### config.mk
export PLATFORM = sky130hd
export DESIGN_NAME = peak_triggered_mlp_classifier_core
export DESIGN_NICKNAME = d
export VERILOG_FILES = /design/src/hdl/ptmc_pkg.sv /design/src/hdl/peak_triggered_mlp_classifier_core.sv
export SDC_FILE = /design/constraint.sdc
export NUM_CORES = 2
export LEC_CHECK = 0
export ABC_CLOCK_PERIOD_IN_PS = 17400
export BUFFER_PORTS_ARGS = -buffer_cell sky130_fd_sc_hd__clkbuf_2
export CAP_MARGIN = 10
export CORE_ASPECT_RATIO = 0.8
export CORE_UTILIZATION = 40
export CTS_BUF_LIST = sky130_fd_sc_hd__clkbuf_8
export DETAILED_ROUTE_END_ITERATION = 7
export PLACE_DENSITY_LB_ADDON = 0.1
export SLEW_MARGIN = 40
export SYNTH_ARGS = -nofsm -noshare
export SYNTH_HDL_FRONTEND = slang
export SYNTH_SLANG_ARGS = --single-unit
### constraint.sdc
create_clock -name clk_i -period 17.4 [get_ports clk_i]
set_input_delay 2.61 -clock clk_i [delete_from_list [all_inputs] [get_ports clk_i]]
set_output_delay 2.61 -clock clk_i [all_outputs]
set_load 0.01 [all_outputs]
### src/hdl/ptmc_pkg.sv
// Shared types and sizing constants for the peak-triggered MLP classifier.
`timescale 1ns / 1ps

package ptmc_pkg;

  localparam int WINDOW_LEN   = 10;
  localparam int HIDDEN_UNITS = 8;
  localparam int CLASS_COUNT  = 3;

  localparam int W1_BASE    = 0;
  localparam int B1_BASE    = WINDOW_LEN * HIDDEN_UNITS;
  localparam int W2_BASE    = B1_BASE + HIDDEN_UNITS;
  localparam int B2_BASE    = W2_BASE + HIDDEN_UNITS * CLASS_COUNT;
  localparam int TABLE_SIZE = B2_BASE + CLASS_COUNT;

  localparam int TBL_AW   = 7;
  localparam int PTR_W    = $clog2(WINDOW_LEN);
  localparam int HID_W    = (HIDDEN_UNITS > 1) ? $clog2(HIDDEN_UNITS) : 1;
  localparam int UNIT_MAX = (HIDDEN_UNITS > CLASS_COUNT) ? HIDDEN_UNITS : CLASS_COUNT;
  localparam int UNIT_W   = (UNIT_MAX > 1) ? $clog2(UNIT_MAX) : 1;
  localparam int TERM_MAX = (WINDOW_LEN > HIDDEN_UNITS) ? WINDOW_LEN : HIDDEN_UNITS;
  localparam int TERM_W   = $clog2(TERM_MAX + 1);
  localparam int PROD_W   = 32;
  localparam int ACC_W    = PROD_W + $clog2(TERM_MAX + 1) + 1;

  localparam logic signed [15:0] THRESH_RESET = 16'sd2458;
  localparam logic signed [15:0] BIAS_SCALE   = 16'sd4096;
  localparam logic signed [15:0] ACT_MAX      = 16'sd32767;
  localparam int                 FRAC_BITS    = 12;

  localparam logic KIND_SAMPLE = 1'b0;
  localparam logic KIND_PARAM  = 1'b1;

  typedef struct packed {
    logic               kind;
    logic signed [15:0] sample;
    logic [6:0]         param_index;
    logic signed [15:0] param_value;
  } in_word_t;

  typedef struct packed {
    logic [1:0]         diagnosis;
    logic signed [15:0] peak_sample;
  } out_word_t;

endpackage

### src/hdl/peak_triggered_mlp_classifier_core.sv
// Top level: ECG sample window, parameter table and shared-MAC MLP sequencer.
`timescale 1ns / 1ps

// Words of kind "parameter write" and samples that are not a peak are
// accepted whenever in_ready_o is high and leave the sequencer idle. A sample
// that is above the threshold thr_q and below the previous sample starts a
// classification: one multiply-accumulate per cycle through a single 16x16
// MAC fed by the one read port of the parameter table, which is
// H*(W+1) + C*(H+1) terms (115 at the default sizes), with the MAC pipeline
// drained after each layer and a handoff state, S_DONE, that raises
// out_valid_o once the output register is free. in_ready_o is low during that
// time; it is high again while the result waits in the output register, but a
// following classification holds at its end until that register is free. The
// table has no reset value: load every weight and bias before the first peak.
module peak_triggered_mlp_classifier_core (
  input  logic                clk_i,
  input  logic                rst_ni,
  input  logic                in_valid_i,
  output logic                in_ready_o,
  input  ptmc_pkg::in_word_t  in_word_i,
  output logic                out_valid_o,
  input  logic                out_ready_i,
  output ptmc_pkg::out_word_t out_word_o,
  input  logic                cfg_we_i,
  input  logic [15:0]         cfg_wdata_i
);

  localparam logic [2:0] S_IDLE  = 3'd0;
  localparam logic [2:0] S_L1    = 3'd1;
  localparam logic [2:0] S_L2    = 3'd2;
  localparam logic [2:0] S_DRAIN = 3'd3;
  localparam logic [2:0] S_DONE  = 3'd4;

  logic [2:0] state_q, state_d;
  logic       layer_q, layer_d;
  logic [ptmc_pkg::UNIT_W-1:0] unit_q, unit_d;
  logic [ptmc_pkg::TERM_W-1:0] term_q, term_d;
  logic [ptmc_pkg::PTR_W-1:0]  ptr_q, slot_q;

  logic signed [15:0] thr_q, prev_q, peak_q;
  logic signed [15:0] window_q [ptmc_pkg::WINDOW_LEN];
  logic signed [15:0] hidden_q [ptmc_pkg::HIDDEN_UNITS];
  logic signed [15:0] mem_q    [ptmc_pkg::TABLE_SIZE];

  logic                         out_valid_q;
  ptmc_pkg::out_word_t          out_q;

  // MAC pipeline: issue -> table read / operand -> product -> accumulate -> finalize
  logic [ptmc_pkg::TBL_AW-1:0]  rd_addr;
  logic signed [15:0]           op_a, a_q, rd_q;
  logic signed [ptmc_pkg::PROD_W-1:0] prod_q;
  logic signed [ptmc_pkg::ACC_W-1:0]  acc_q, best_logit_q, act_q;
  logic [ptmc_pkg::UNIT_W-1:0]  best_q;

  logic                         s1_v_q, s2_v_q, fin_v_q;
  logic                         s1_first_q, s2_first_q;
  logic                         s1_last_q, s2_last_q;
  logic                         s1_lu_q, s2_lu_q, fin_lu_q;
  logic [ptmc_pkg::UNIT_W-1:0]  s1_unit_q, s2_unit_q, fin_unit_q;

  logic in_acc, is_param, is_sample, peak, issuing, last_term, last_unit, fin_done;
  logic [ptmc_pkg::TERM_W-1:0] term_m1;

  assign in_ready_o = (state_q == S_IDLE);
  assign in_acc     = in_valid_i && in_ready_o;
  assign is_param   = in_acc && (in_word_i.kind == ptmc_pkg::KIND_PARAM);
  assign is_sample  = in_acc && (in_word_i.kind == ptmc_pkg::KIND_SAMPLE);
  assign peak       = (in_word_i.sample > thr_q) && (in_word_i.sample < prev_q);

  assign issuing   = (state_q == S_L1) || (state_q == S_L2);
  assign term_m1   = term_q - 1'b1;
  assign last_term = layer_q ? (term_q == ptmc_pkg::TERM_W'(ptmc_pkg::HIDDEN_UNITS))
                             : (term_q == ptmc_pkg::TERM_W'(ptmc_pkg::WINDOW_LEN));
  assign last_unit = layer_q ? (unit_q == ptmc_pkg::UNIT_W'(ptmc_pkg::CLASS_COUNT - 1))
                             : (unit_q == ptmc_pkg::UNIT_W'(ptmc_pkg::HIDDEN_UNITS - 1));
  assign fin_done  = fin_v_q && fin_lu_q;

  // term 0 is the bias, scaled up by the multiplier; later terms are weights
  always_comb begin
    if (!layer_q) begin
      if (term_q == '0) begin
        rd_addr = ptmc_pkg::TBL_AW'(ptmc_pkg::B1_BASE) + ptmc_pkg::TBL_AW'(unit_q);
        op_a    = ptmc_pkg::BIAS_SCALE;
      end else begin
        rd_addr = ptmc_pkg::TBL_AW'(ptmc_pkg::W1_BASE)
                + ptmc_pkg::TBL_AW'(term_m1) * ptmc_pkg::TBL_AW'(ptmc_pkg::HIDDEN_UNITS)
                + ptmc_pkg::TBL_AW'(unit_q);
        op_a    = window_q[slot_q];
      end
    end else begin
      if (term_q == '0) begin
        rd_addr = ptmc_pkg::TBL_AW'(ptmc_pkg::B2_BASE) + ptmc_pkg::TBL_AW'(unit_q);
        op_a    = ptmc_pkg::BIAS_SCALE;
      end else begin
        rd_addr = ptmc_pkg::TBL_AW'(ptmc_pkg::W2_BASE)
                + ptmc_pkg::TBL_AW'(term_m1) * ptmc_pkg::TBL_AW'(ptmc_pkg::CLASS_COUNT)
                + ptmc_pkg::TBL_AW'(unit_q);
        op_a    = hidden_q[ptmc_pkg::HID_W'(term_m1)];
      end
    end
  end

  // sequencer
  always_comb begin
    state_d = state_q;
    layer_d = layer_q;
    unit_d  = unit_q;
    term_d  = term_q;
    case (state_q)
      S_IDLE: begin
        if (is_sample && peak) begin
          state_d = S_L1;
          layer_d = 1'b0;
          unit_d  = '0;
          term_d  = '0;
        end
      end
      S_L1, S_L2: begin
        if (last_term) begin
          term_d = '0;
          if (last_unit) begin
            unit_d  = '0;
            state_d = S_DRAIN;
          end else begin
            unit_d = unit_q + 1'b1;
          end
        end else begin
          term_d = term_q + 1'b1;
        end
      end
      S_DRAIN: begin
        if (fin_done) begin
          if (!layer_q) begin
            layer_d = 1'b1;
            state_d = S_L2;
          end else begin
            state_d = S_DONE;
          end
        end
      end
      S_DONE: begin
        if (!out_valid_q || out_ready_i) state_d = S_IDLE;
      end
      default: state_d = S_IDLE;
    endcase
  end

  always_ff @(posedge clk_i or negedge rst_ni) begin
    if (!rst_ni) begin
      state_q     <= S_IDLE;
      layer_q     <= 1'b0;
      unit_q      <= '0;
      term_q      <= '0;
      ptr_q       <= '0;
      prev_q      <= '0;
      thr_q       <= ptmc_pkg::THRESH_RESET;
      out_valid_q <= 1'b0;
      s1_v_q      <= 1'b0;
      s2_v_q      <= 1'b0;
      fin_v_q     <= 1'b0;
      for (int k = 0; k < ptmc_pkg::WINDOW_LEN; k++) window_q[k] <= '0;
    end else begin
      state_q <= state_d;
      layer_q <= layer_d;
      unit_q  <= unit_d;
      term_q  <= term_d;
      if (cfg_we_i) thr_q <= cfg_wdata_i;
      if (is_sample) begin
        window_q[ptr_q] <= in_word_i.sample;
        ptr_q  <= (ptr_q == ptmc_pkg::PTR_W'(ptmc_pkg::WINDOW_LEN - 1)) ? '0 : ptr_q + 1'b1;
        prev_q <= in_word_i.sample;
      end
      if (state_q == S_DONE && (!out_valid_q || out_ready_i)) begin
        out_valid_q <= 1'b1;
      end else if (out_ready_i) begin
        out_valid_q <= 1'b0;
      end
      s1_v_q  <= issuing;
      s2_v_q  <= s1_v_q;
      fin_v_q <= s2_v_q && s2_last_q;
    end
  end

  // parameter table: one write, one registered read
  always_ff @(posedge clk_i) begin
    if (is_param && ({1'b0, in_word_i.param_index} < 8'(ptmc_pkg::TABLE_SIZE))) begin
      mem_q[in_word_i.param_index] <= in_word_i.param_value;
    end
    rd_q <= mem_q[rd_addr];
  end

  assign act_q = acc_q >>> ptmc_pkg::FRAC_BITS;

  // datapath, no reset
  always_ff @(posedge clk_i) begin
    if (is_sample && peak) peak_q <= in_word_i.sample;
    if (issuing && term_q == '0) slot_q <= ptr_q;
    else if (issuing) slot_q <= (slot_q == ptmc_pkg::PTR_W'(ptmc_pkg::WINDOW_LEN - 1))
                                ? '0 : slot_q + 1'b1;

    a_q        <= op_a;
    s1_first_q <= (term_q == '0);
    s1_last_q  <= last_term;
    s1_lu_q    <= last_unit;
    s1_unit_q  <= unit_q;

    prod_q     <= a_q * rd_q;
    s2_first_q <= s1_first_q;
    s2_last_q  <= s1_last_q;
    s2_lu_q    <= s1_lu_q;
    s2_unit_q  <= s1_unit_q;

    if (s2_v_q) acc_q <= s2_first_q ? ptmc_pkg::ACC_W'(prod_q)
                                    : acc_q + ptmc_pkg::ACC_W'(prod_q);
    fin_lu_q   <= s2_lu_q;
    fin_unit_q <= s2_unit_q;

    if (fin_v_q) begin
      if (!layer_q) begin
        if (acc_q <= 0) hidden_q[ptmc_pkg::HID_W'(fin_unit_q)] <= '0;
        else if (act_q > ptmc_pkg::ACC_W'(ptmc_pkg::ACT_MAX))
          hidden_q[ptmc_pkg::HID_W'(fin_unit_q)] <= ptmc_pkg::ACT_MAX;
        else hidden_q[ptmc_pkg::HID_W'(fin_unit_q)] <= act_q[15:0];
      end else if (fin_unit_q == '0 || acc_q > best_logit_q) begin
        best_logit_q <= acc_q;
        best_q       <= fin_unit_q;
      end
    end

    if (state_q == S_DONE && (!out_valid_q || out_ready_i)) begin
      out_q.diagnosis   <= 2'(best_q);
      out_q.peak_sample <= peak_q;
    end
  end

  assign out_valid_o = out_valid_q;
  assign out_word_o  = out_q;

  // a finalized neuron only appears while a classification runs
  a_fin_in_run: assert property (@(posedge clk_i) disable iff (!rst_ni)
    fin_v_q |-> (state_q == S_L1 || state_q == S_L2 || state_q == S_DRAIN))
    else $error("finalize outside a classification");

  // a peak sample starts the hidden layer
  a_peak_start: assert property (@(posedge clk_i) disable iff (!rst_ni)
    (is_sample && peak) |=> (state_q == S_L1 && term_q == '0 && unit_q == '0))
    else $error("peak did not start classification");

  // the MAC pipeline is empty by the time the result is handed off
  a_done_drained: assert property (@(posedge clk_i) disable iff (!rst_ni)
    (state_q == S_DONE) |-> (!s1_v_q && !s2_v_q && !fin_v_q))
    else $error("result taken with MAC still busy");

endmodule
==> metrics.yaml <==
status: "finished clean"
ctsHoldBuffers: 0
slowest_delay_ps: 950
viasPerCell: 5.51
io_buffer_count: 80
cts_buffers: 381
postSynth.asyncResetShare: 0.0889
start_kind: "flip-flop"
synth.top_cells.by_area: "edfxtp_1, mux4_2, fa_1"
cp_max_fo: 16
grt_util_all_layers: 0.220
dr.pass1.iters: 6
ant_nets: 0
min_period_over_period: 0.412
syn-cell-area_mm2: 0.105
max_clock_freq_mhz: 139
reg2reg_setup_slack_ps: 10230
drcViolationCount: 0
fp.dieH_um: 460
final_nets: 7151
crit_arrival_ps: 8070
drive_above_1_share: 0.226
syn_avg_cell_area_um2: 16.8
slew_violations: 0
die_area_mm2: 0.265
rows: 167
dp_hpwl_um: 180000
synth_cells: 6252
grt-ovfl-total: 0
grt_pass1_vias: 59100
fin_skew_ps: 59.5
cts_tree: "built"
grt_max_degree: 106
ys_ff_latch: 2373
yosysMostFrequentCell: "edfxtp_1"
tightest_slew_ps: 956
layout_min_cycle_time_ps: 7170
gp_congestion: 0.818
clock_sinks: 2373
yosysTopAreaCell: "edfxtp_1"
finalSetupTns_ps: 0
netlist.area_leader.share: 0.595
crit_path_frequent_cell: "fa_1"
path_class: "reg -> reg"
ys.flop_type: "edfxtp_1"
wl_um: 291000
start_util: 0.404
maxCapViolations: 0
synth_edf_count: 2082
die_w_um: 575
core_mm2: 0.260
cp-end-kind: "flip-flop"
post_cts_buffers: 0
wl_per_cell_um: 28.0
cp_cell_sequence: "buf_4 > nand2_1 > inv_1 > fa_1 > fa_1 > inv_1 > fa_1 > fa_1 > inv_1 > fa_1 > inv_1 > fa_1 > inv_1 > ha_1 > or2_2 > a2111oi_0 > o21bai_1 > a311oi_1 > xnor2_1"
rsz0062_at_grt: "no"
hold_violations: 0
root_buffer: "clkbuf_8"
clock_path_buffers: 4
clk_pin_slew_ps: 70
grt_pass1_wl_um: 423000
cts_max_level: 5
ys_seq_area_frac: 0.660
synth_cell_types: 76
yosys-top-cells-count: "edfxtp_1, nand2_1, mux4_2"
slowest_stage: "fa_1"
syn_to_final_growth_pct: 12.1
setup_viol: 0
cts_resized: 0
critPathRequiredTime_ps: 18300
clk_latency_ps: 1000
drt_iter0_drc: 4848
worstHoldPathType: "reg -> reg"
grt_antenna_before_repair: 13
io_pins: 81
slew_headroom: 0.359
route.vias.total: 57300
yosysWarnings: 0
-- cell usage in the layout, fill, tap and decap left out, types with 108 or more instances in the layout --
| master | netlist | routed |
|---|---|---|
| nor2_1 | 235 | 217 |
| inv_1 | 387 | 530 |
| and2_1 | 193 | 192 |
| clkbuf_8 | 0 | 412 |
| a211oi_1 | 124 | 113 |
| ha_1 | 195 | 195 |
| edfxtp_1 | 2082 | 2082 |
| dfrtp_1 | 205 | 202 |
| buf_4 | 8 | 214 |
| o21ai_0 | 109 | 108 |
| mux2_2 | 186 | 184 |
| nand2_1 | 537 | 536 |
| fa_1 | 266 | 266 |
| mux4_2 | 508 | 508 |
-- sequential cells by signal, summed over array words and instances, names as in the netlist, 16 cells and up --
| name | cells |
|---|---|
| a_q | 16 |
| acc_q | 37 |
| best_logit_q | 37 |
| hidden_q | 128 |
| mem_q | 1840 |
| out_word_o | 18 |
| peak_q | 16 |
| prev_q | 16 |
| prod_q | 32 |
| rd_q | 16 |
| thr_q | 16 |
| window_q | 160 |
-- worst max-delay path: cells and delay by family, from the launching register on --
family / cells / cell delay, ps
simple gates: 2 / 470
xor+xnor: 1 / 150
fa+ha+maj: 7 / 3770
compound gates: 3 / 1350
buf+inv: 6 / 840
flops: 1 / 460
-- per-stage QoR --
step | hold slack, ps | cell area, um2 | setup slack, ps | utilization | cells
6_report | 327 | 118000 | 10230 | 0.453 | 10400
2_1_floorplan | 310 | 105000 | 11270 | - | 6259
4_1_cts | 327 | 118000 | 9960 | 0.453 | 10400
3_5_place_dp | 312 | 111000 | 9990 | 0.426 | 9706
5_1_grt | 342 | 118000 | 9990 | 0.453 | 10400
3_3_place_gp | 311 | 110000 | 9410 | 0.425 | 9702
-- per-layer routing --
metal | global-route usage | part of all wire | vias to the layer above
met1 | 0.315 | 0.45 | 30600
met5 | 0.00419 | 0.00047 | -
met2 | 0.353 | 0.47 | 1661
li1 | - | - | 24600
met4 | 0.0531 | 0.022 | 4
met3 | 0.0348 | 0.058 | 414
-- path summary, 6_finish.rpt --
path | endpoint | depth (start not counted) | from
worst min register to register | s2_lu_q | 0 | s1_lu_q
max in group asynchronous | s2_v_q | 2 | rst_ni
min in group asynchronous | window_q[61] | 1 | rst_ni
worst max-delay path | prod_q[30] | 19 | rd_q[2]
worst max register to register | prod_q[30] | 19 | rd_q[2]
worst min-delay path | s2_lu_q | 0 | s1_lu_q
-- layout make-up --
cell class / instances / area (um2)
Clock inverter: 265 / 1330
Tap cell: 3464 / 4330
Antenna cell: 5 / 12.5
Inverter: 388 / 1460
Multi-Input combinational cell: 3179 / 33200
Sequential cell: 2373 / 69400
Fill cell: 22900 / 142000
Clock buffer: 412 / 5670
Timing Repair Buffer: 306 / 2360
-- cells by family (layout without fill, tap and decap cells) --
group | Yosys count | count (layout) | share of synthesized area
other | 1 | 13 | 0.0000357
DFF | 2373 | 2373 | 0.660
xor gates and xnor gates | 74 | 74 | 0.00624
muxes | 760 | 760 | 0.135
adders and majority gates | 461 | 461 | 0.0739
AOI/OAI and AO/OA | 630 | 630 | 0.0412
buffers and inverters | 707 | 1371 | 0.0275
and+or+nand+nor | 1246 | 1246 | 0.0556
Power is left out: the tool's default activity adds up to more than one toggle a clock period on the data nets, which glitch-free logic cannot reach.
